===== src/hw/rtl/ptcc_pkg.sv =====
// ----------------------------------------------------------------------------
// ptcc_pkg: shared types and constants for the photon time cluster counter
// Field widths, command codes and the control/carry structures that the
// controller broadcasts to and ripples through the row of table cells.
// ----------------------------------------------------------------------------
package ptcc_pkg;

	// field widths
	localparam int TIME_W  = 48;
	localparam int CNT_W   = 32;
	localparam int WIN_W   = 20;
	localparam int CMD_W   = 2;
	localparam int ENT_W   = 9;
	// query bounds: 48-bit time widened by the window, signed
	localparam int BOUND_W = TIME_W + 2;

	localparam int                 TABLE_DEPTH_DEFAULT = 256;
	localparam logic [WIN_W-1:0]   WIN_RESET           = WIN_W'(1000);
	localparam logic [CNT_W-1:0]   CNT_MAX             = '1;

	// command codes; code 3 is unused: it leaves the table unchanged and posts a zero count
	typedef enum logic [CMD_W-1:0] {
		CMD_RECORD = 2'd0,
		CMD_QUERY  = 2'd1,
		CMD_CLEAR  = 2'd2
	} cmd_t;

	// broadcast from the controller to every cell
	typedef struct packed {
		logic                       flush;   // zero the carry chain
		logic                       commit;  // apply the table update
		logic                       miss;    // record found no matching entry
		cmd_t                       cmd;
		logic [TIME_W-1:0]          ptime;
		logic signed [BOUND_W-1:0]  lo;
		logic signed [BOUND_W-1:0]  hi;
		logic [WIN_W-1:0]           win;
	} ctrl_t;

	// handed from cell to cell
	typedef struct packed {
		logic             found;  // some earlier entry matched the record time
		logic [CNT_W-1:0] sum;    // saturated query sum so far
	} carry_t;

endpackage


===== src/hw/rtl/ptcc_cell.sv =====
// ----------------------------------------------------------------------------
// ptcc_cell: one table entry of the photon time cluster counter
// Holds one arrival time and its count, compares against the broadcast
// command and hands a registered found flag and partial sum to its neighbor.
// ----------------------------------------------------------------------------
module ptcc_cell
	import ptcc_pkg::*;
#(
	parameter int INDEX  = 0,
	parameter int USED_W = 9
) (
	input  logic              clk,
	input  ctrl_t             ctrl,
	input  logic [USED_W-1:0] used,
	input  carry_t            carry_in,
	output carry_t            carry_out
);

	logic [TIME_W-1:0] time_q;
	logic [CNT_W-1:0]  count_q;
	carry_t            carry_q;

	logic                       in_use;
	logic                       is_tail;
	logic [TIME_W-1:0]          diff;
	logic                       match;
	logic signed [BOUND_W-1:0]  time_s;
	logic                       in_range;
	logic [CNT_W:0]             sum_wide;
	carry_t                     carry_d;

	assign in_use  = USED_W'(INDEX) < used;
	assign is_tail = USED_W'(INDEX) == used;

	// coincidence test: |t - entry| < window
	assign diff  = (ctrl.ptime >= time_q) ? (ctrl.ptime - time_q) : (time_q - ctrl.ptime);
	assign match = in_use && (diff < {{(TIME_W-WIN_W){1'b0}}, ctrl.win});

	// query range test, strict on both ends
	assign time_s   = signed'({2'b00, time_q});
	assign in_range = in_use && (time_s > ctrl.lo) && (time_s < ctrl.hi);

	// next carry: found flag for record, saturated sum for query
	always_comb begin
		sum_wide      = {1'b0, carry_in.sum} + {1'b0, count_q};
		carry_d.found = carry_in.found | match;
		if (!in_range) begin
			carry_d.sum = carry_in.sum;
		end else if (sum_wide[CNT_W]) begin
			carry_d.sum = CNT_MAX;
		end else begin
			carry_d.sum = sum_wide[CNT_W-1:0];
		end
	end

	always_ff @(posedge clk) begin
		if (ctrl.flush) begin
			carry_q <= '0;
		end else begin
			carry_q <= carry_d;
		end
	end

	// entry update: first match counts up, or the tail cell takes a new time
	always_ff @(posedge clk) begin
		if (ctrl.commit && ctrl.cmd == CMD_RECORD) begin
			if (match && !carry_in.found) begin
				if (count_q != CNT_MAX) begin
					count_q <= count_q + CNT_W'(1);
				end
			end else if (is_tail && ctrl.miss) begin
				time_q  <= ctrl.ptime;
				count_q <= CNT_W'(1);
			end
		end
	end

	assign carry_out = carry_q;

endmodule


===== config.mk =====
export PLATFORM = sky130hd
export DESIGN_NAME = ptcc_cell
export DESIGN_NICKNAME = d
export VERILOG_FILES = /design/src/hw/rtl/ptcc_pkg.sv /design/src/hw/rtl/ptcc_cell.sv
export SDC_FILE = /design/constraint.sdc
export NUM_CORES = 1
export LEC_CHECK = 0
export ABC_AREA = 0
export ABC_CLOCK_PERIOD_IN_PS = 10130
export BUFFER_PORTS_ARGS = -buffer_cell sky130_fd_sc_hd__buf_2
export CORE_ASPECT_RATIO = 0.6
export CORE_MARGIN = 5
export CORE_UTILIZATION = 45
export CTS_CLUSTER_DIAMETER = 30
export DETAILED_ROUTE_END_ITERATION = 16
export GPL_TIMING_DRIVEN = 0
export PLACE_DENSITY_LB_ADDON = 0.08
export SYNTH_ARGS = -nofsm -noshare
export SYNTH_HDL_FRONTEND = slang
export SYNTH_SLANG_ARGS = --single-unit

===== constraint.sdc =====
create_clock -name clk -period 10.13 [get_ports clk]
set_input_delay 1.5195 -clock clk [delete_from_list [all_inputs] [get_ports clk]]
set_output_delay 1.5195 -clock clk [all_outputs]
set_load 0.02 [all_outputs]

After elaboration in Yosys (flattened, before gate mapping)
Cells that the tools add are included.
Widths: inputs -> output; s select.
- bits in writable memories: 0
- flip-flop bits (word level): 113
- memories kept: 0
- output and inout bits: 33
- bits in latches: 0
- ROM bits: 0
- word-level logic and storage cells: 35
- div/mod/pow operators: 0
- equality and inequality tests: 2
- magnitude comparators: 5
- add/subtract/negate cells: 4
- bitwise logic cells: 2
- multiplexer cells: 6
- $mul: 0
- shifts and indexed selects: 0
- reductions and logical operators: 12
- operators with widths (kind ; number):
    $mux 32 ; 5
    $sub 48x48->48 ; 2
    $gt 49x50->1 ; 1
    $lt 49x50->1 ; 1
    $ge 48x48->1 ; 1
    $lt 48x20->1 ; 1
    $mux 48 ; 1
    $add 32x32->33 ; 1
    $add 32x1->32 const B ; 1
    $ne 32x32->1 const B ; 1
    $logic_not 9->1 ; 1
    $lt 1x9->1 const A ; 1
    $logic_and 1x1->1 ; 6
    $reduce_and 3->1 ; 2
    $logic_not 2->1 ; 1
    $ne 2x1->1 const B ; 1
    $reduce_bool 2->1 ; 1
    $logic_not 1->1 ; 1
    $not 1->1 ; 1
    $or 1x1->1 ; 1

Longest topological paths before layout
- depth after elaboration: 7
- depth in mapped cells: 31
- mapped depth without buffers: 26

Worst setup path before layout
OpenSTA, ideal clock, no wires.
- path type: in2reg
- start point: input ctrl[159] (netlist bit)
- end point: register count_q[0] (enable)
- library setup time: 0.428 ns
- stages: 26
- data arrival time: 8.187 ns
- data required time: 9.702 ns
- path slack: 1.515 ns
- cell sequence: inv_1 > ha_1 > buf_6 > a21oi_2 > o21ai_1 > a221o_1 > a221o_1 > a211o_1 > a21oi_2 > buf_4 > buf_2 > buf_2 > buf_1 > buf_1 > a31oi_1 > xor2_1 > ha_1 > a2111oi_0 > a211oi_1 > o211ai_1 > o211ai_1 > a211oi_1 > o2111ai_1 > nor4_4 > nand4_2 > o21bai_1
- cells in the longest elaborated chain, start to end: 7
- RTL lines (what ; line ; RTL):
    start: declaration ; ptcc_cell.sv:13 ; input ctrl_t ctrl,
    $sub 48x48->48 / $ge 48x48->1 (equally long branches) ; ptcc_cell.sv:36 ; assign diff = (ctrl.ptime >= time_q) ? (ctrl.ptime - time_q) : (time_q - ctrl.ptime);
    $mux 48 * ; ptcc_cell.sv:36 ;
    $lt 48x20->1 * ; ptcc_cell.sv:37 ; assign match = in_use && (diff < {{(TIME_W-WIN_W){1'b0}}, ctrl.win});
    $logic_and 1x1->1 * ; ptcc_cell.sv:37 ;
    $logic_and 1x1->1 * ; ptcc_cell.sv:67 ; if (match && !carry_in.found) begin
    $ne 2x1->1 (no source line) / $reduce_bool 2->1 (equally long branches) ; n/a ;
    $reduce_and 3->1 (no source line) * ; n/a ;
    end signal: assignment ; ptcc_cell.sv:69 ; count_q <= count_q + CNT_W'(1);
    end: declaration ; ptcc_cell.sv:20 ; logic [CNT_W-1:0] count_q;
Mark *: on every way between the ends. The rest lies on a longest branch, timed or not.
A chain may end at the register's enable or synchronous reset.

Worst setup path in the final report
- start point: input ctrl[155] (netlist bit)
- end point: register count_q[11] (enable)
Same word-level chain as after synthesis.

==> summary.txt <==
Route
  – WL/cell: 18.8 um
  – First DRT Iteration DRCs: 1541
  – Via count of the routed design: between 10000 and 15000
  – Max layer used: met4
  – First-pass DRT Iterations: 5
  – Via density: 5.61
  – ANT nets after route: 0
  – DR WL met2: about 17000 um
  – DRC viols: 0
  – WL final: 46800 um
  – Met3 WL post-DR: 5100 um
  – Metal-1 WL: 24600 um

Global route
  – Number of global-route vias before repair: 13000
  – GR Util All Layers: 0.256
  – Global route overflow: 0
  – Largest net degree at the start of global routing: 28
  – Antenna violations before repair: 0
  – First-pass GRT wire length: 72000 um

Clock network
  – CTS sink cnt: 113
  – Cts hold-fix bufs: 0
  – Clock Latency Late Sink: 450 ps
  – CTS Root Cell: clkbuf_16
  – TritonCTS clock tree: built
  – Max Buffers Root-to-Sink: 2
  – Total CTS buffers: 17
  – Max H-tree Level: 4
  – Post_cts resized: 0
  – Clk pin slew, worst setup/hold paths: 60 ps
  – Post-CTS Setup Bufs: 0

Worst setup path
  – CP max-delay cell: buf_1
  – Reg2reg end: count_q[11]
  – R2r setup slk: roughly 1500 ps
  – Worst setup EP type: flip-flop
  – CP peak stage delay: 640 ps
  – Crit-path leading delay family: compound AO/OA/AOI/OAI gates
  – Crit Path Max Fanout: 24
  – Setup crit start kind: input pin
  – Buf/Inv on CP: 8
  – WP data arrival: 9400 ps
  – Most Frequent Cell on Critical Path: buf_2
  – Depth of the most critical reg-to-reg path: 26
  – Worst r2r src: time_q[35]
  – CP Class: in -> reg
  – Worst endpoint required time: 10270 ps

Hold path
  – WHS Path Cells: 2
  – HP Start: count_q[16]
  – WHS Endpoint: count_q[16]
  – HP Class: reg -> reg

Yosys
  – Post-Syn Area per Cell: 7.94 sq um
  – Main flop type after synthesis: edfxtp_1
  – Yosys warns: 0
  – Unique masters post-synth: 75
  – Asr flop ratio synth: 0
  – Post-Synthesis Cells: approximately 1800
  – Synthesized area: 0.0142 sq mm
  – Net Count, Synth: between 2000 and 2500
  – Post-synthesis register bit count: 113
  – Sequential fraction of the synthesis area: 0.215
  – EDFF count, synth: 80

Cells and area
  – Antenna diodes: 0
  – Fraction of layout cells with a size suffix above 1: 0.159
  – Multi-input gate area: 0.00995 sq mm
  – Non-Filler Instances: 2488
  – Commonest non-fill, non-tap cell in the layout: buf_2
  – Area Overhead vs Synth: 17.1%
  – Most frequent cells in the layout: buf_2, inv_1, ha_1
  – Nets: 2520
  – Sequential Area: around 0.003 sq mm
  – Fillers: 2972
  – Non-Filler Cell Area, Final: around 0.017 sq mm

STA
  – Min Hold Slack: 662 ps
  – Worst relative slew slack: 0.152
  – Fin crit period: 9250 ps
  – Pins Over Slew Limit: 0
  – Final setup viols: 0
  – RSZ-0062 raised after global routing: no
  – Fmax: 108 MHz
  – Fin Setup TNS: 0 ps
  – Slew at the pin closest to its max-slew limit: 1270 ps
  – Period Utilization, post-route: 0.914
  – Fin Clk Skew: 12.4 ps
  – Final Hold Viols: 0

Power and ir drop
  – Switching Share: 0.321
  – VDD IR max: approximately 0.11 mV
  – Combinational share of power: 0.261
  – Register share of total power: 0.324
  – Clock share of power: 0.415
  – Leakage Power: 8.32 nW
  – Int Pwr: 1.06 mW
  – Total power: 1.56 mW
  – NetSw: about 0.5 mW
  – PD cells: 93.5 mW/mm^2

Die
  – Chip Height: 148 um
  – I/O Pins: 249
  – Initial core utilization: 0.456
  – Die X: 239 um
  – Core Region: a little over 0.03 sq mm
  – Row count: 50
  – Die ar.: 0.0354 sq mm

Flow run
  – Max_cap viols: 0

Placement
  – Port Buffers: 247
  – DPL Wire Length: around 39000 um
  – Post-DP Area: around 0.016 sq mm
  – GP Congestion: 0.988
  – Cell count after placement: 2456

Outcome
  – Status: completed
[worst reg2reg max path: cells and delay by family, from the launching register on]
kind / cells / cell delay, ps
xor gates and xnor gates: 1 / 160
buffers and inverters: 6 / 2330
adders and majority gates: 2 / 650
AOI/OAI and AO/OA: 13 / 3470
muxes: 1 / 310
and+or+nand+nor: 3 / 860
DFF: 1 / 560
[stage by stage]
step,setup slack [ps],util
2_1_floorplan,1510,-
3_3_place_gp,-1150,0.513
3_5_place_dp,547,0.515
4_1_cts,1010,0.534
5_1_grt,428,0.534
6_report,875,0.534
[cells by family after synthesis]
| kind of cell | count (synthesis) | synth area share |
|---|---|---|
| compound gates | 540 | 0.249 |
| xor+xnor | 93 | 0.0573 |
| fa+ha+maj | 245 | 0.217 |
| buf+inv | 308 | 0.0860 |
| flops | 113 | 0.215 |
| mux | 14 | 0.00985 |
| simple gates | 477 | 0.165 |
[synth_stat cells (all sizes together) (5+ instances only)]
cell     count  area (sq um)
inv        244           916
ha         242          3030
nor2       163           612
a21oi      161           825
o21ai       98           494
nand2       87           327
a21o        85           638
edfxtp      80          2400
nand4       49           313
a211oi      48           360
xnor2       48           420
xor2        45           394
clkbuf      37           139
nand3       34           170
dfxtp       33           661
buf         27           168
nand2b      25           156
nor3        25           125
nor2b       22           138
and3        19           119
o21bai      17           128
a31oi       16           100
o211ai      16           120
o21a        16           120
mux2i       14           140
or3         12          75.1
a2111oi      8          88.8
a221o        8          80.1
and2         8          50.1
nor4         8          65.1
and4         7          61.3
o31ai        7          52.6
a221oi       6          58.8
o2111ai      6          52.6
o221ai       6          52.6
a21boi       5          37.5
o31a         5          45.0
or2          5          31.3
[how the worst max path moves through the flow]
| stage | start | end | slack, ps | cells past startpoint |
|---|---|---|---|---|
| CTS | ctrl[155] | count_q[11] | 1010 | 28 |
| finish | ctrl[155] | count_q[11] | 880 | 28 |
| detailed placement | ctrl[155] | count_q[15] | 550 | 28 |
| floorplan | ctrl[159] | count_q[0] | 1510 | 26 |
| global route | ctrl[120] | count_q[11] | 430 | 30 |
| global placement | ctrl[163] | count_q[15] | -1150 | 28 |
[sequential cells by signal, indices dropped and copies added (netlist names)]
register and flops:
time_q 48, carry_out 33, count_q 32
[cell type report]
class | count | share of cell area
clock inverters | 12 | 0.00947
flip-flops and latches | 113 | 0.184
plain buffers | 64 | 0.0184
clock buffers | 20 | 0.0268
inverters | 244 | 0.0550
multi-input cells | 1369 | 0.598
repair buffers | 250 | 0.0770
well taps | 416 | 0.0313
[routing by layer]
layer | GRT usage | up-vias
met5 | 0 | -
met4 | 0.0382 | 0
met3 | 0.0727 | 30
met2 | 0.320 | 581
met1 | 0.426 | 6390
li1 | - | 6951
[power groups by stage]
stage | Combinational (mW) | Sequential [mW] | Clock [mW]
CTS | 0.397 | 0.504 | 0.654
floorplan | 0.239 | 0.527 | 0
detailed placement | 0.394 | 0.514 | 0
global placement | 0.388 | 0.514 | 0
finish | 0.406 | 0.504 | 0.646
global route | 0.448 | 0.504 | 0.673
(Power assumes the default switching activity.)
